===== src/design/tga_pkg.sv =====
// Shared types and constants for the TGA run-length pixel decoder.
// Used by the queue front end, the decode back end and the top level.
// Depends on nothing.
package tga_pkg;

  // Packet modes of the decoder.
  localparam logic [1:0] MODE_IDLE = 2'd0;
  localparam logic [1:0] MODE_RAW  = 2'd1;
  localparam logic [1:0] MODE_RUN  = 2'd2;

  // Header thresholds: headers from RUN_FLAG upward open a run packet.
  localparam logic [7:0] RUN_FLAG = 8'd128;
  localparam logic [7:0] RUN_BIAS = 8'd127;

  // Result status codes.
  localparam logic [1:0] ST_PIXEL     = 2'd0;
  localparam logic [1:0] ST_TOO_MANY  = 2'd1;
  localparam logic [1:0] ST_EARLY_END = 2'd2;

  // Configuration register indexes.
  localparam logic REG_BYTES_PER_PIXEL = 1'b0;
  localparam logic REG_PIXEL_TOTAL     = 1'b1;

  // Configuration reset values.
  localparam logic [2:0]  BPP_RESET   = 3'd3;
  localparam logic [31:0] TOTAL_RESET = 32'd1;
  localparam logic [2:0]  BPP_FOUR    = 3'd4;

  // Depth of the byte queue between front and back.
  localparam int QUEUE_DEPTH_DEFAULT = 2;

  // One queued stream byte.
  typedef struct packed {
    logic [7:0] data_byte;
    logic       end_of_input;
  } stream_entry_t;

  // Queue head as seen by the back end.
  typedef struct packed {
    logic          valid;
    stream_entry_t entry;
  } queue_head_t;

  // Active configuration.
  typedef struct packed {
    logic [2:0]  bytes_per_pixel;
    logic [31:0] pixel_total;
  } cfg_t;

  // One result request.
  typedef struct packed {
    logic [7:0] red;
    logic [7:0] green;
    logic [7:0] blue;
    logic [7:0] alpha;
    logic [7:0] repeat_count;
    logic [1:0] status;
    logic       image_done;
  } result_t;

endpackage


===== src/design/tga_in_if.sv =====
// Input channel of the TGA decoder: one stream byte per request.
// Valid/ready handshake; no package dependency.
interface tga_in_if;
  logic       valid;
  logic       ready;
  logic [7:0] data_byte;
  logic       end_of_input;

  modport source (output valid, output data_byte, output end_of_input, input ready);
  modport sink (input valid, input data_byte, input end_of_input, output ready);
endinterface


===== src/design/tga_out_if.sv =====
// Output channel of the TGA decoder: one decoded pixel or error per request.
// Valid/ready handshake; no package dependency.
interface tga_out_if;
  logic       valid;
  logic       ready;
  logic [7:0] red;
  logic [7:0] green;
  logic [7:0] blue;
  logic [7:0] alpha;
  logic [7:0] repeat_count;
  logic [1:0] status;
  logic       image_done;

  modport source (
    output valid, output red, output green, output blue, output alpha,
    output repeat_count, output status, output image_done, input ready
  );
  modport sink (
    input valid, input red, input green, input blue, input alpha,
    input repeat_count, input status, input image_done, output ready
  );
endinterface


===== src/design/tga_fe.sv =====
// Front end of the TGA decoder: accepts stream bytes into a short queue.
// Depends on tga_pkg and tga_in_if.
module tga_fe #(
  parameter int QueueDepth = tga_pkg::QUEUE_DEPTH_DEFAULT
) (
  input  logic                clk,
  input  logic                rst,
  tga_in_if.sink              byte_stream,
  output tga_pkg::queue_head_t head,
  input  logic                pop
);
  import tga_pkg::*;

  localparam int PtrW = (QueueDepth > 1) ? $clog2(QueueDepth) : 1;
  localparam int CntW = $clog2(QueueDepth + 1);

  stream_entry_t queue_mem [QueueDepth];
  logic [PtrW-1:0] wr_ptr;
  logic [PtrW-1:0] rd_ptr;
  logic [CntW-1:0] fill;
  logic            push;
  logic            do_pop;

  // Accept while there is room in the queue.
  assign byte_stream.ready = (fill != CntW'(QueueDepth));
  assign push   = byte_stream.valid && byte_stream.ready;
  assign do_pop = pop && (fill != '0);

  // Head of the queue for the back end.
  assign head.valid = (fill != '0);
  assign head.entry = queue_mem[rd_ptr];

  // Queue storage.
  always_ff @(posedge clk) begin
    if (push) begin
      queue_mem[wr_ptr] <= '{data_byte: byte_stream.data_byte,
                             end_of_input: byte_stream.end_of_input};
    end
  end

  // Pointers and fill level.
  always_ff @(posedge clk) begin
    if (rst) begin
      wr_ptr <= '0;
      rd_ptr <= '0;
      fill   <= '0;
    end else begin
      if (push) begin
        wr_ptr <= (wr_ptr == PtrW'(QueueDepth - 1)) ? '0 : wr_ptr + 1'b1;
      end
      if (do_pop) begin
        rd_ptr <= (rd_ptr == PtrW'(QueueDepth - 1)) ? '0 : rd_ptr + 1'b1;
      end
      case ({push, do_pop})
        2'b10:   fill <= fill + 1'b1;
        2'b01:   fill <= fill - 1'b1;
        default: fill <= fill;
      endcase
    end
  end
endmodule


===== src/design/tga_be.sv =====
// Back end of the TGA decoder: packet state, pixel assembly, counting and
// the output register. Depends on tga_pkg and tga_out_if.
module tga_be (
  input  logic                clk,
  input  logic                rst,
  input  tga_pkg::cfg_t       cfg,
  input  tga_pkg::queue_head_t head,
  output logic                pop,
  tga_out_if.source           pixel_out
);
  import tga_pkg::*;

  logic [1:0]  packet_mode, packet_mode_next;
  logic [7:0]  packet_left, packet_left_next;
  logic [1:0]  byte_in_pixel, byte_in_pixel_next;
  logic [31:0] pixel_bytes, pixel_bytes_next;
  logic [31:0] pixels_done, pixels_done_next;

  logic        out_valid;
  result_t     out_data;
  logic        emit;
  result_t     res;

  logic        can_load;
  logic [7:0]  b;
  logic        eoi;
  logic        bpp4;
  logic [2:0]  bpp;
  logic [1:0]  bip_inc;
  logic [31:0] pb_merged;
  logic [7:0]  count;
  logic [32:0] next_done;
  logic [32:0] total_ext;
  logic        done;

  // Take a byte when the output register is free or being drained.
  assign can_load = !out_valid || pixel_out.ready;
  assign pop      = head.valid && can_load;

  assign b    = head.entry.data_byte;
  assign eoi  = head.entry.end_of_input;
  assign bpp4 = (cfg.bytes_per_pixel == BPP_FOUR);
  assign bpp  = bpp4 ? 3'd4 : 3'd3;

  // Merge the new byte into the pixel at its byte lane.
  always_comb begin
    pb_merged = pixel_bytes;
    case (byte_in_pixel)
      2'd0:    pb_merged[7:0]   = pixel_bytes[7:0]   | b;
      2'd1:    pb_merged[15:8]  = pixel_bytes[15:8]  | b;
      2'd2:    pb_merged[23:16] = pixel_bytes[23:16] | b;
      default: pb_merged[31:24] = pixel_bytes[31:24] | b;
    endcase
  end

  assign bip_inc   = byte_in_pixel + 2'd1;
  assign count     = (packet_mode == MODE_RUN) ? packet_left : 8'd1;
  assign next_done = {1'b0, pixels_done} + {25'd0, count};
  assign total_ext = {1'b0, cfg.pixel_total};
  assign done      = (next_done == total_ext);

  // Per-byte decode step.
  always_comb begin
    packet_mode_next   = packet_mode;
    packet_left_next   = packet_left;
    byte_in_pixel_next = byte_in_pixel;
    pixel_bytes_next   = pixel_bytes;
    pixels_done_next   = pixels_done;
    emit               = 1'b0;
    res                = '0;

    if (packet_mode != MODE_RAW && packet_mode != MODE_RUN) begin
      // Packet header.
      if (b < RUN_FLAG) begin
        packet_mode_next = MODE_RAW;
        packet_left_next = b + 8'd1;
      end else begin
        packet_mode_next = MODE_RUN;
        packet_left_next = b - RUN_BIAS;
      end
      byte_in_pixel_next = '0;
      pixel_bytes_next   = '0;
      if (eoi) begin
        emit       = 1'b1;
        res.status = ST_EARLY_END;
      end
    end else if (bip_inc != 2'd0 && {1'b0, bip_inc} < bpp) begin
      // Pixel still incomplete.
      pixel_bytes_next   = pb_merged;
      byte_in_pixel_next = bip_inc;
      if (eoi) begin
        emit       = 1'b1;
        res.status = ST_EARLY_END;
      end
    end else if (next_done > total_ext) begin
      emit       = 1'b1;
      res.status = ST_TOO_MANY;
    end else if (eoi && !done) begin
      emit       = 1'b1;
      res.status = ST_EARLY_END;
    end else begin
      // Complete pixel, file order B,G,R,A.
      emit             = 1'b1;
      res.red          = pb_merged[23:16];
      res.green        = pb_merged[15:8];
      res.blue         = pb_merged[7:0];
      res.alpha        = bpp4 ? pb_merged[31:24] : 8'd0;
      res.repeat_count = count;
      res.status       = ST_PIXEL;
      res.image_done   = done;
      pixels_done_next   = next_done[31:0];
      byte_in_pixel_next = '0;
      pixel_bytes_next   = '0;
      if (packet_mode == MODE_RUN || packet_left <= 8'd1) begin
        packet_left_next = '0;
        packet_mode_next = MODE_IDLE;
      end else begin
        packet_left_next = packet_left - 8'd1;
      end
    end

    // Errors and a finished image return to idle.
    if (emit && (res.status != ST_PIXEL || res.image_done)) begin
      packet_mode_next   = MODE_IDLE;
      packet_left_next   = '0;
      byte_in_pixel_next = '0;
      pixel_bytes_next   = '0;
      pixels_done_next   = '0;
    end
  end

  // Decoder state.
  always_ff @(posedge clk) begin
    if (rst) begin
      packet_mode   <= MODE_IDLE;
      packet_left   <= '0;
      byte_in_pixel <= '0;
      pixel_bytes   <= '0;
      pixels_done   <= '0;
    end else if (pop) begin
      packet_mode   <= packet_mode_next;
      packet_left   <= packet_left_next;
      byte_in_pixel <= byte_in_pixel_next;
      pixel_bytes   <= pixel_bytes_next;
      pixels_done   <= pixels_done_next;
    end
  end

  // Output register.
  always_ff @(posedge clk) begin
    if (rst) begin
      out_valid <= 1'b0;
    end else if (pop && emit) begin
      out_valid <= 1'b1;
    end else if (pixel_out.ready) begin
      out_valid <= 1'b0;
    end
  end

  always_ff @(posedge clk) begin
    if (pop && emit) begin
      out_data <= res;
    end
  end

  assign pixel_out.valid        = out_valid;
  assign pixel_out.red          = out_data.red;
  assign pixel_out.green        = out_data.green;
  assign pixel_out.blue         = out_data.blue;
  assign pixel_out.alpha        = out_data.alpha;
  assign pixel_out.repeat_count = out_data.repeat_count;
  assign pixel_out.status       = out_data.status;
  assign pixel_out.image_done   = out_data.image_done;
endmodule


===== src/design/tga_rle_pixel_decoder.sv =====
// Top level of the TGA run-length pixel decoder: configuration registers,
// byte queue front end and decode back end. Depends on tga_pkg, tga_in_if,
// tga_out_if, tga_fe and tga_be.
//
//   channel      dir  handshake      payload
//   byte_stream  in   valid/ready    data_byte[7:0], end_of_input
//   pixel_out    out  valid/ready    red, green, blue, alpha, repeat_count,
//                                    status[1:0], image_done
//   wr_*         in   wr_en          wr_index (0 bytes_per_pixel, 1 pixel_total),
//                                    wr_data[31:0]
//
// One byte is accepted per cycle unless pixel_out stalls; each byte is held
// in the queue register and its result in the output register.
// The per-byte state update in the back end is a loop on its own state.
// Reset is synchronous and clears the queue, the decoder state and the
// configuration to 3 bytes per pixel and one pixel.
// A stall on pixel_out holds the back end; the queue absorbs QueueDepth
// bytes before byte_stream.ready drops.
module tga_rle_pixel_decoder #(
  parameter int QueueDepth = tga_pkg::QUEUE_DEPTH_DEFAULT
) (
  input  logic        clk,
  input  logic        rst,
  tga_in_if.sink      byte_stream,
  tga_out_if.source   pixel_out,
  input  logic        wr_en,
  input  logic        wr_index,
  input  logic [31:0] wr_data
);
  import tga_pkg::*;

  cfg_t        cfg;
  queue_head_t head;
  logic        pop;

  // Configuration registers.
  always_ff @(posedge clk) begin
    if (rst) begin
      cfg.bytes_per_pixel <= BPP_RESET;
      cfg.pixel_total     <= TOTAL_RESET;
    end else if (wr_en) begin
      case (wr_index)
        REG_BYTES_PER_PIXEL: cfg.bytes_per_pixel <= wr_data[2:0];
        default:             cfg.pixel_total     <= wr_data;
      endcase
    end
  end

  tga_fe #(
    .QueueDepth(QueueDepth)
  ) u_fe (
    .clk        (clk),
    .rst        (rst),
    .byte_stream(byte_stream),
    .head       (head),
    .pop        (pop)
  );

  tga_be u_be (
    .clk      (clk),
    .rst      (rst),
    .cfg      (cfg),
    .head     (head),
    .pop      (pop),
    .pixel_out(pixel_out)
  );
endmodule


===== src/flat_wrapper.sv =====
// flat-port wrapper written by rule: the top's interface ports become plain ports
module tga_rle_pixel_decoder_flat import tga_pkg::*;
#(
  parameter int QueueDepth = tga_pkg::QUEUE_DEPTH_DEFAULT
)
  (clk, rst, wr_en, wr_index, wr_data, byte_stream_valid, byte_stream_data_byte, byte_stream_end_of_input, byte_stream_ready, pixel_out_valid, pixel_out_red, pixel_out_green, pixel_out_blue, pixel_out_alpha, pixel_out_repeat_count, pixel_out_status, pixel_out_image_done, pixel_out_ready);
  tga_in_if byte_stream_i ();
  tga_out_if pixel_out_i ();
  input  logic clk;
  input  logic rst;
  input  logic wr_en;
  input  logic wr_index;
  input  logic [31:0] wr_data;
  input wire logic [$bits(byte_stream_i.valid)-1:0] byte_stream_valid;
  input wire logic [$bits(byte_stream_i.data_byte)-1:0] byte_stream_data_byte;
  input wire logic [$bits(byte_stream_i.end_of_input)-1:0] byte_stream_end_of_input;
  output wire logic [$bits(byte_stream_i.ready)-1:0] byte_stream_ready;
  output wire logic [$bits(pixel_out_i.valid)-1:0] pixel_out_valid;
  output wire logic [$bits(pixel_out_i.red)-1:0] pixel_out_red;
  output wire logic [$bits(pixel_out_i.green)-1:0] pixel_out_green;
  output wire logic [$bits(pixel_out_i.blue)-1:0] pixel_out_blue;
  output wire logic [$bits(pixel_out_i.alpha)-1:0] pixel_out_alpha;
  output wire logic [$bits(pixel_out_i.repeat_count)-1:0] pixel_out_repeat_count;
  output wire logic [$bits(pixel_out_i.status)-1:0] pixel_out_status;
  output wire logic [$bits(pixel_out_i.image_done)-1:0] pixel_out_image_done;
  input wire logic [$bits(pixel_out_i.ready)-1:0] pixel_out_ready;
  assign byte_stream_i.valid = byte_stream_valid;
  assign byte_stream_i.data_byte = byte_stream_data_byte;
  assign byte_stream_i.end_of_input = byte_stream_end_of_input;
  assign byte_stream_ready = byte_stream_i.ready;
  assign pixel_out_valid = pixel_out_i.valid;
  assign pixel_out_red = pixel_out_i.red;
  assign pixel_out_green = pixel_out_i.green;
  assign pixel_out_blue = pixel_out_i.blue;
  assign pixel_out_alpha = pixel_out_i.alpha;
  assign pixel_out_repeat_count = pixel_out_i.repeat_count;
  assign pixel_out_status = pixel_out_i.status;
  assign pixel_out_image_done = pixel_out_i.image_done;
  assign pixel_out_i.ready = pixel_out_ready;
  tga_rle_pixel_decoder #(.QueueDepth(QueueDepth)) u_core (.clk(clk), .rst(rst), .byte_stream(byte_stream_i), .pixel_out(pixel_out_i), .wr_en(wr_en), .wr_index(wr_index), .wr_data(wr_data));
endmodule

===== config.mk =====
export PLATFORM = sky130hd
export DESIGN_NAME = tga_rle_pixel_decoder_flat
export DESIGN_NICKNAME = d
export VERILOG_FILES = /design/src/design/tga_pkg.sv /design/src/design/tga_in_if.sv /design/src/design/tga_out_if.sv /design/src/design/tga_fe.sv /design/src/design/tga_be.sv /design/src/design/tga_rle_pixel_decoder.sv /design/src/flat_wrapper.sv
export SDC_FILE = /design/constraint.sdc
export NUM_CORES = 1
export LEC_CHECK = 0
export ABC_AREA = 1
export BUFFER_PORTS_ARGS = -buffer_cell sky130_fd_sc_hd__buf_4
export CAP_MARGIN = 25
export CORE_MARGIN = 2
export CORE_UTILIZATION = 55
export CTS_BUF_LIST = sky130_fd_sc_hd__clkbuf_4
export CTS_CLUSTER_SIZE = 40
export DETAILED_ROUTE_END_ITERATION = 16
export GPL_TIMING_DRIVEN = 1
export PLACE_DENSITY = 0.75
export SYNTH_ARGS = -nofsm -noshare
export SYNTH_HDL_FRONTEND = slang
export SYNTH_SLANG_ARGS = --single-unit

===== constraint.sdc =====
create_clock -name clk -period 7.5 [get_ports clk]
set_input_delay 0.375 -clock clk [delete_from_list [all_inputs] [get_ports clk]]
set_output_delay 0.375 -clock clk [all_outputs]
set_load 0.05 [all_outputs]

# Yosys cells after proc, flatten, opt, wreduce, memory -nomap -nowiden
# Memories as Yosys holds them, arrays and structs flattened. A register that Yosys moved wholly into a read port is not among the register bits.
# Index checks and enable logic that the tools add are counted.
# op_classes
add_sub_neg	9
n_lt_le_gt_ge	4
n_eq_ne	19
muxes	56
bitwise	6
n_reduce_logical	29
# op_table
operator	n
32-bit 2-to-1 mux	10
8-bit 2-to-1 mux	12
2-bit 2-to-1 mux	17
32-bit by 8-bit adder with 33-bit output	1
33-bit by 32-bit equality test with 1-bit output	1
33-bit by 32-bit > comparator with 1-bit output	1
8-bit bitwise OR	4
1-bit 2-to-1 mux	15
2-bit by 1-bit inequality test with 1-bit output (second input constant)	5
5-bit AND reduction	2
2-bit nonzero test	5
3-bit by 2-bit inequality test with 1-bit output (second input constant)	3
8-bit by 1-bit adder with 8-bit output (second input constant)	1
8-bit by 1-bit less-or-equal comparator with 1-bit output (second input constant)	1
1-bit logical AND	8
8-bit < comparator (second input constant)	1
4-bit by 3-bit inequality test with 1-bit output (second input constant)	2
8-bit by 1-bit subtractor with 8-bit output (second input constant)	1
8-bit by 7-bit subtractor with 8-bit output (second input constant)	1
2-bit equality test (second input constant)	3
5-bit OR reduction	1
2-bit by 1-bit adder with 2-bit output (second input constant)	2
2-bit by 1-bit equality test with 1-bit output (second input constant)	2
2-bit inequality test (second input constant)	2
16 further kinds	22
# word_totals
ff_bits	159
ramBits	18
inputBits	47
n_memories	1
# mem_list
name	depth	width	read_ports	rd_ports_with_merged_regs	wr	line	text
u_core.u_fe.queue_mem	2	9	1	1	1	tga_fe.sv:17	stream_entry_t queue_mem [QueueDepth];

# Depth between registers and ports, before layout
# Gate-level depths: netlist (run 1).
# depth
ltp_word	15
mapped_depth	36
depth_no_buf	34

# By module
# Synthesis (run 1) repeated with hierarchy kept, for this count alone.
# hier_totals
hier_cells	1140
area_unflattened_um2	9420.3
# modules_own_cells
module	instances	cells_per_inst	area_per_inst_um2	seq_area_each_um2
tga_be	1	918	7252.0	2832.7
tga_rle_pixel_decoder	1	156	1239.9	700.7
tga_fe	1	66	928.4	640.6

# Worst setup path after synthesis (run 1)
# OpenSTA, ideal clock, no wires.
# synth_path
kind	flip-flop to flip-flop
start	register u_core.u_be.packet_mode[0]
end	register u_core.u_be.out_data, in the netlist u_core.u_be.pixel_out.blue[0], data pin
setup_ps	265
t_arrival_ps	3911
required_ps	7235
path_slack_ps	3324
path_stages_with_launch	32
path_buffers	2
cell_sequence	dfxtp_1 -> inv_1 -> ha_1 -> clkbuf_1 -> inv_1 -> nor2_1 -> inv_1 -> ha_1 -> inv_1 -> fa_1 -> inv_1 -> nand2_1 -> nand2_1 -> nand3_1 -> nand2_2 -> nand2_1 -> nor2_1 -> nand2_1 -> nor2_1 -> xor2_1 -> inv_1 -> ha_1 -> nand2_1 -> nor2_1 -> inv_1 -> o211ai_1 -> nor2_4 -> nand2_2 -> nand2_1 -> nand3_2 -> clkbuf_1 -> nor2_1
# synth_via
elab_chain_cells	7
elab_cells_between_ends	11
classes_between	add/sub (1); order compare (1); eq/ne (4); mux (1); reduce/logical (4)
# synth_lines
element	line	text
start: declaration	tga_be.sv:13	logic [1:0] packet_mode, packet_mode_next;
start signal: assignment	tga_be.sv:141	packet_mode <= packet_mode_next;
2-bit equality test (*)	tga_be.sv:57	assign count = (packet_mode == MODE_RUN) ? packet_left : 8'd1;
8-bit 2-to-1 mux (*)	tga_be.sv:57	
net u_core.u_be.count[0]	tga_be.sv:31	logic [7:0] count;
32-bit by 8-bit adder with 33-bit output (*)	tga_be.sv:58	assign next_done = {1'b0, pixels_done} + {25'd0, count};
parallel branches: the longest is 3 deep, another holds 33-bit by 32-bit > comparator with 1-bit output	-	
4-bit OR reduction (no line) (*)	-	
end signal: assignment	tga_be.sv:162	out_data <= res;
end: declaration	tga_be.sv:20	result_t out_data;
# Mark *: on every way through the listed nets, which the timed path passes.
# A chain may end at the register's enable or synchronous reset.

# Worst setup path in the final report (run 1)
# layout_path
start	register u_core.u_be.packet_mode[0]
end	register u_core.u_be.out_data, in the netlist u_core.u_be.pixel_out.alpha[0], data pin
# layout_via
elab_chain_cells	7
elab_cells_between_ends	11
classes_between	add/sub (1); order compare (1); eq/ne (4); mux (1); reduce/logical (4)
# layout_lines
element	line
2-bit equality test (*)	tga_be.sv:57
8-bit 2-to-1 mux (*)	tga_be.sv:57
net u_core.u_be.count[0]	tga_be.sv:31
32-bit by 8-bit adder with 33-bit output (*)	tga_be.sv:58
parallel branches: the longest is 3 deep, another holds 33-bit by 32-bit > comparator with 1-bit output	-
5-bit OR reduction (no line) (*)	-
# Marks and branches as above.

==> metrics.yaml, run 1 <==
clock_tree:
  tritoncts: "built"
  numClockSinks: 178
  cts-root-buf: "clkbuf_4"
  cts_max_level: 4
  clkLatencyLatePin_ns: 0.59
  cts_buffer_depth: 2
  cts_setup_buffers: 0
  clk_pin_slew_worst_paths_ns: 0.15
  cts_made_buffers: 17
global_routing:
  grt_pass1_vias: 6944
  grt_use_total_pct: 23.66
  grt_overflow: 0
  antenna_found_initial: 1
  grt_pass1_wl_um: 33640
  grt_start_max_net_pins: 82
timing:
  maxSlewHeadroom_pct: 32.84
  hold_viol: 0
  finalWorstSetupSlack_ns: 2.124
  rsz0062_at_grt: "false"
  tightest_slew_ns: 1.007
  post-route-period-util_pct: 71.68
  min_period_ns: 5.376
  fmax_mhz: 186.0
  finalClockSkew_ns: 0.01532
  setup_violations: 0
  fin_tns_setup_ns: 0
  slew_viol_final: 0
yosys:
  synth_edf_count: 61
  ys_types: 46
  ys_warn_count: 0
  syn-cell-area_um2: 9143
  async_reset_ff_share_pct: 0
  yosysSeqAreaShare_pct: 45.65
  syn_nets: 1195
  syn_inst: 1097
  yosys_register_bits: 178
  synth_ff_type: "dfxtp_1"
  synth.avg_cell_area_um2: 8.334
place:
  hpwl_um: 14310
  numPortBuffers: 91
  place.gp.congestion: 0.9500
  pre_cts_ws_ns: 2.213
routing:
  drtIter0Drc: 473
  via_count: 7711
  via_per_inst: 5.469
  drc: 0
  detail_route.wl_per_cell_um: 14.71
  ant_nets: 0
  firstDrtPassIters: 5
  drt-total-wl_um: 20740
status:
  run_status: "complete, no violations"
setup_path:
  cp_num_buf_inv: 5
  path_max_fanout: 33
  worstPathArrival_ns: 5.84
  critical_path.startpoint: "u_core.u_be.packet_mode[0]"
  cp-end-kind: "register"
  cp_top_family: "simple AND/OR/NAND/NOR gates"
  slowest_stage: "or2_1"
  required_ns: 7.97
  slowest_delay_ns: 0.61
  worstSetupPathType: "reg -> reg"
  startpoint_type: "register"
  reg2reg_from: "u_core.u_be.packet_mode[0]"
floorplan:
  initial_utilization_pct: 55.72
  die_y_um: 132.9
  core-area_um2: 16410
  die_area_um2: 17670
  placementRows: 47
  fp.dieW_um: 132.9
  ios: 92
power:
  p_per_area_nw_per_um2: 346.2
  p_leak_nw: 4.586
  vdd_drop_max_mv: 0.1917
cells_and_area:
  fill_cells: 1457
  area_growth_pct: 13.44
  utilization_pct: 63.21
  nNetsFinal: 1273
  drive_gt1_share_pct: 14.06
  final_cell_mix: "167 x nand2_1, 133 x a21oi_1, 121 x inv_1"
  final_common_cell: "nand2_1"
job:
  cap_violations: 0
worst_hold_path:
  hold_start: "wr_en"
  hp-class: "in -> reg"
-- layout make-up --
cell class                      instances  area, um^2  share of cell area (%)
Clock inverter                         13       127.6                   1.231
Antenna cell                            2       5.005                 0.04826
Sequential cell                       178        4174                   40.25
Timing Repair Buffer                  109       888.4                   8.566
Multi-Input combinational cell        745        4293                   41.39
Inverter                              124       465.4                   4.488
Tap cell                              220       275.3                   2.654
Clock buffer                           19       142.6                   1.375
-- stage by stage --
| step | instances | cell area [um^2] | power, mW | hold WS, ns |
|---|---|---|---|---|
| 6_report | 1410 | 10370 | 3.590 | 0.04477 |
| 5_1_grt | 1410 | 10370 | 3.821 | 0.02702 |
| 4_1_cts | 1407 | 10340 | 3.568 | 0.009817 |
| 3_5_place_dp | 1363 | 9948 | 3.038 | 0.4447 |
| 3_3_place_gp | 1362 | 9921 | 2.999 | 0.4334 |
| 2_1_floorplan | 1097 | 9143 | 2.628 | 0.4265 |
-- cells in the mapped netlist (2+ instances only) --
| cell | n | share of area (%) |
|---|---|---|
| and2_1 | 3 | 0.21 |
| o21a_1 | 4 | 0.33 |
| nor3_1 | 13 | 0.71 |
| or2_1 | 2 | 0.14 |
| inv_1 | 121 | 5.0 |
| inv_2 | 2 | 0.082 |
| edfxtp_1 | 61 | 20 |
| buf_2 | 3 | 0.16 |
| nand2_2 | 3 | 0.21 |
| o21bai_1 | 2 | 0.16 |
| a21oi_1 | 134 | 7.3 |
| nor2_2 | 11 | 0.75 |
| nand3_1 | 56 | 3.1 |
| or2_2 | 5 | 0.34 |
| xor2_1 | 27 | 2.6 |
| nand4_1 | 18 | 1.2 |
| nor4_1 | 2 | 0.14 |
| buf_6 | 5 | 0.62 |
| nand3_2 | 12 | 1.3 |
| xnor2_1 | 6 | 0.57 |
| nand2_1 | 167 | 6.9 |
| ha_1 | 50 | 6.8 |
| dfxtp_1 | 117 | 26 |
| clkbuf_1 | 38 | 1.6 |
| nor2_1 | 84 | 3.4 |
| a211oi_1 | 2 | 0.16 |
| o211a_1 | 32 | 3.5 |
| buf_1 | 4 | 0.16 |
| o21ai_0 | 96 | 5.3 |
-- registers in the layout, summed over array words and instances, names as in the netlist, named ones only --
register and count:
u_core.u_fe.rd_ptr 1, u_core.u_be.pixel_out.green 8, u_core.u_fe.queue_mem 18, u_core.cfg 35
u_core.u_be.pixel_out.valid 1, u_core.u_be.pixel_out.blue 8, u_core.u_be.pixel_out.red 8, u_core.u_be.pixel_out.image_done 1
u_core.u_be.pixel_out.alpha 8, u_core.u_be.byte_in_pixel 2, u_core.u_be.pixel_out.repeat_count 8, u_core.u_fe.wr_ptr 1
u_core.u_be.pixel_bytes 32, u_core.u_fe.fill 2, u_core.u_be.pixels_done 32, u_core.u_be.pixel_out.status 2
u_core.u_be.packet_mode 2, u_core.u_be.packet_left 8
-- where the power goes --
| group | switching [mW] | internal, mW | total [mW] |
|---|---|---|---|
| Sequential | 0.119 | 1.27 | 1.39 |
| Clock | 0.350 | 0.179 | 0.529 |
| Combinational | 1.17 | 0.503 | 1.67 |
-- path summary, 6_finish.rpt --
path | slack, ns | end | depth (start not counted)
worst max register to register | 2.12 | u_core.u_be.pixel_out.alpha[0] | 28
worst min-delay path | 0.04 | u_core.cfg[0] | 3
worst max-delay path | 2.12 | u_core.u_be.pixel_out.alpha[0] | 28
worst min register to register | 0.46 | register | 1
-- per-layer routing --
layer  share of wire [%]  track usage (%)  vias up  wire [um]
li1                    -                -     3869          -
met1                  47            33.84     3546       9810
met2                  45            36.04      256       9294
met3                 6.0            4.559       40       1236
met4                 1.9            8.124        0        398
met5                   0                0        -          0
-- what timing repair did --
| action | CTS | global route |
|---|---|---|
| resized for setup | 0 | 0 |
| hold endpoints to repair | 22 | 0 |
| hold buffers | 12 | 0 |
-- cell families after synthesis --
group,Yosys count,share of synthesized area (%)
buffers and inverters,174,7.595
multiplexers,1,0.1095
XOR/XNOR,33,3.161
flip-flops,178,45.65
adder cells (fa/ha/maj),51,7.062
AO/OA/AOI/OAI,280,17.67
AND/OR/NAND/NOR,380,18.75
-- worst min-delay path: stages --
cell and delay, ns:
buf_4 0.09, nand3_1 0.07, nand3_1 0.07
Note: power is estimated with default switching activity, not from simulation.
==> run 2, diff against run 1 <==
--- a/config.mk
+++ b/config.mk
@@ -5,7 +5,7 @@
 export SDC_FILE = /design/constraint.sdc
 export NUM_CORES = 1
 export LEC_CHECK = 0
-export ABC_AREA = 1
+export ABC_AREA = 0
 export BUFFER_PORTS_ARGS = -buffer_cell sky130_fd_sc_hd__buf_4
 export CAP_MARGIN = 25
 export CORE_MARGIN = 2
@@ -14,7 +14,7 @@
 export CTS_CLUSTER_SIZE = 40
 export DETAILED_ROUTE_END_ITERATION = 16
 export GPL_TIMING_DRIVEN = 1
-export PLACE_DENSITY = 0.75
+export PLACE_DENSITY = 0.78
 export SYNTH_ARGS = -nofsm -noshare
 export SYNTH_HDL_FRONTEND = slang
 export SYNTH_SLANG_ARGS = --single-unit
==> constraint.sdc (replaced) <==
create_clock -name clk -period 4.5 [get_ports clk]
set_input_delay 0.225 -clock clk [delete_from_list [all_inputs] [get_ports clk]]
set_output_delay 0.225 -clock clk [all_outputs]
set_load 0.05 [all_outputs]
==> run 2 against run 1 <==
Against the previous run: the flow now finishes with violations (setup timing); synthesized cell count decreased by 13%; clock skew grew 0.0083 ns; sequential power increased by 44%.
==> metrics.yaml, run 2 <==
status:
  run_status: "complete, but fails checks"
  violations: "setup timing"
global_routing:
  grt_start_max_net_pins: 68  # -17%
  grt_overflow: 0  # unchanged
  grt_use_total_pct: 25.24  # +1.6 points
  grt_pass1_wl_um: 33700  # +0.16%
  grt_pass1_vias: 7141  # +2.8%
  antenna_found_initial: 1  # unchanged
timing:
  post-route-period-util_pct: 110.9  # +39 points
  hold_viol: 0  # unchanged
  min_period_ns: 4.991  # -0.3849 ns
  fmax_mhz: 200.3  # +7.7%
  slew_viol_final: 0  # unchanged
  finalWorstSetupSlack_ns: -0.4914  # -2.615 ns
  setup_violations: 84  # +84
  fin_tns_setup_ns: -32.92  # -32.92 ns
  maxSlewHeadroom_pct: 46.06  # +13 points
  finalClockSkew_ns: 0.02363  # +0.008309 ns
  rsz0062_at_grt: "true"
  tightest_slew_ns: 0.8091  # -0.1984 ns
power:
  vdd_drop_max_mv: 0.3552  # +85%
  p_per_area_nw_per_um2: 411.6  # +19%
  p_leak_nw: 4.744  # +3.4%
worst_hold_path:
  hp-class: "in -> reg"
  holdPathStages: 4  # +1
routing:
  detail_route.wl_per_cell_um: 16.25  # +11%
  ant_nets: 0  # unchanged
  drtIter0Drc: 673  # +42%
  drc: 0  # unchanged
  via_per_inst: 5.634  # +3.0%
  drt-total-wl_um: 22560  # +8.8%
  via_count: 7820  # +1.4%
  firstDrtPassIters: 5  # unchanged
clock_tree:
  clkLatencyLatePin_ns: 0.61  # +0.02 ns
  cts_made_buffers: 17  # unchanged
  numClockSinks: 178  # unchanged
  clk_pin_slew_worst_paths_ns: 0.16  # about the same
  cts_max_level: 4  # unchanged
  tritoncts: "built"
  cts-root-buf: "clkbuf_4"
  cts_buffer_depth: 2  # unchanged
floorplan:
  placementRows: 46  # -2.1%
  core-area_um2: 15710  # -4.2%
  initial_utilization_pct: 55.63  # -0.093 points
  ios: 92  # unchanged
  die_area_um2: 16920  # -4.3%
  fp.dieW_um: 130.1  # -2.2%
  die_y_um: 130.1  # -2.2%
setup_path:
  slowest_delay_ns: 0.56  # -0.05 ns
  worstPathArrival_ns: 5.45  # -0.39 ns
  slowest_stage: "or4_4"
  path_cells: "inv_2 -> ha_4 -> nand2_4 -> ha_4 -> inv_2 -> fa_2 -> nand2b_4 -> a211o_1 -> a211o_1 -> nand2b_4 -> buf_4 -> buf_4 -> nor2_1 -> xor2_1 -> ha_1 -> a21oi_1 -> nor3_1 -> o21a_1 -> or4_4 -> o211ai_4 -> and4_4 -> nor2_4 -> clkbuf_16 -> a21oi_4"
  cp_num_buf_inv: 5  # unchanged
  path_max_fanout: 5  # -85%
  startpoint_type: "register"
  path_depth: 24  # -14%
  required_ns: 4.96  # -3.01 ns
  cp_top_family: "simple AND/OR/NAND/NOR gates"
  worstRegToRegCells: 24  # -14%
  worstSetupPathType: "reg -> reg"
  cp-end-kind: "register"
cells_and_area:
  drive_gt1_share_pct: 29.38  # +15 points
  nNetsFinal: 1256  # -1.3%
  largest_reg_flops: 35  # unchanged
  reg.largest.list: "u_core.cfg x35, u_core.u_be.pixel_bytes x32, u_core.u_be.pixels_done x32"
  regMostFlops: "u_core.cfg"
  fin_area_um2: 11730  # +13%
  area_growth_pct: 34.15
  final_cell_mix: "176 x buf_4, 128 x a21oi_1, 115 x dfxtp_1"
  final_common_cell: "buf_4"
  fill_cells: 1067  # -27%
yosys:
  ys_types: 68  # +48%
  synth.most_common_cell: "a21oi_1"
  synth_ff_type: "dfxtp_1"
  syn-cell-area_um2: 8741  # -4.4%
  async_reset_ff_share_pct: 0  # unchanged
  yosys_register_bits: 178  # unchanged
  ys_warn_count: 0  # unchanged
  synth_edf_count: 61  # unchanged
  yosys.area.top_type: "dfxtp_1"
  synth_common_cells: "135 x a21oi_1, 117 x dfxtp_1, 114 x nand2_1"
  synth_area_leaders: "dfxtp_1 27%, edfxtp_1 21%, a21oi_1 7.7%"
  synth.avg_cell_area_um2: 9.191  # +10%
  yosysSeqAreaShare_pct: 47.75  # +2.1 points
  syn_nets: 1049  # -12%
  syn_inst: 951  # -13%
  yosysTopAreaCellShare_pct: 26.80  # +1.2 points
place:
  hpwl_um: 13830  # -3.4%
  placed_area_um2: 10250  # +3.0%
  place.gp.congestion: 0.8989  # -5.4%
  numPortBuffers: 91  # unchanged
  pre_cts_ws_ns: -0.6204  # -2.834 ns
job:
  cap_violations: 0  # unchanged
run 2: power breakdown:
group / internal (mW) / switching (mW) / leakage, nW
clock: 0.357 / 0.627 / 0.172
combinational: 0.627 / 1.21 / 3.04
sequential: 1.91 / 0.0956 / 1.53
total: 2.89 / 1.94 / 4.74
run 2: cell families (layout without fill, tap and decap cells):
kind of cell    count (synthesis)  after routing  share of synthesized area (%)
compound gates                218            218                          14.87
simple gates                  352            353                          19.74
mux                            13             13                          1.618
other cells                     0              1                              0
buf+inv                       100            319                          4.724
flops                         178            178                          47.75
fa+ha+maj                      51             51                          7.386
xor+xnor                       39             39                          3.908
run 2: final cells by class:
class	count	area (um^2)	area share [%]
Multi-Input combinational cell	674	4678	39.90
Sequential cell	178	4177	35.62
Timing Repair Buffer	238	2101	17.92
Tap cell	216	270.3	2.305
Clock inverter	15	186.4	1.590
Inverter	49	183.9	1.569
Clock buffer	17	127.6	1.088
Antenna cell	1	2.502	0.02134
run 2: layer usage:
metal | track usage, % | part of all wire [%] | routed length, um
met5 | 0 | 0 | 0
met4 | 9.551 | 2.7 | 606
met3 | 4.838 | 5.8 | 1308
met2 | 42.56 | 50 | 11210
met1 | 32.33 | 42 | 9435
run 2: final timing paths:
kind,startpoint,endpoint,slack [ns]
hold reg to reg,u_core.cfg[21],u_core.cfg[21],0.47
setup reg to reg,u_core.u_be.packet_mode[0],u_core.u_be.pixel_out.repeat_count[0],-0.49
hold / removal,byte_stream_valid,u_core.u_fe.wr_ptr,0.03
setup / recovery,u_core.u_be.packet_mode[0],u_core.u_be.pixel_out.repeat_count[0],-0.49
run 2: metrics by stage:
| step | util (%) | instances | hold WS, ns | total power, mW |
|---|---|---|---|---|
| final | 74.63 | 1388 | 0.02659 | 4.827 |
| after global routing | 74.63 | 1388 | 0.03379 | 5.057 |
| after CTS | 71.64 | 1374 | 0.005916 | 4.729 |
| after detailed placement | 65.21 | 1288 | 0.4136 | 3.696 |
| after global placement | 65.21 | 1288 | 0.4125 | 3.677 |
| after floorplan | - | 951 | 0.3239 | 3.200 |
run 2: timing repair:
action	CTS	global route
gates cloned	1	4
pin swaps	23	13
endpoints found under the setup margin	84	84
buffers inserted	11	6
hold endpoints to repair	54	0
hold buffers	42	0
resized for setup	42	48
run 2: worst register-to-register path, cell delays in order, from the launching register on:
cell	delay (ns)
dfxtp_2	0.36
inv_2	0.04
ha_4	0.17
nand2_4	0.07
ha_4	0.12
inv_2	0.03
fa_2	0.33
nand2b_4	0.15
a211o_1	0.28
a211o_1	0.31
nand2b_4	0.17
buf_4	0.14
buf_4	0.13
nor2_1	0.11
xor2_1	0.23
ha_1	0.29
a21oi_1	0.15
nor3_1	0.06
o21a_1	0.22
or4_4	0.56
o211ai_4	0.24
and4_4	0.26
nor2_4	0.08
clkbuf_16	0.21
a21oi_4	0.12
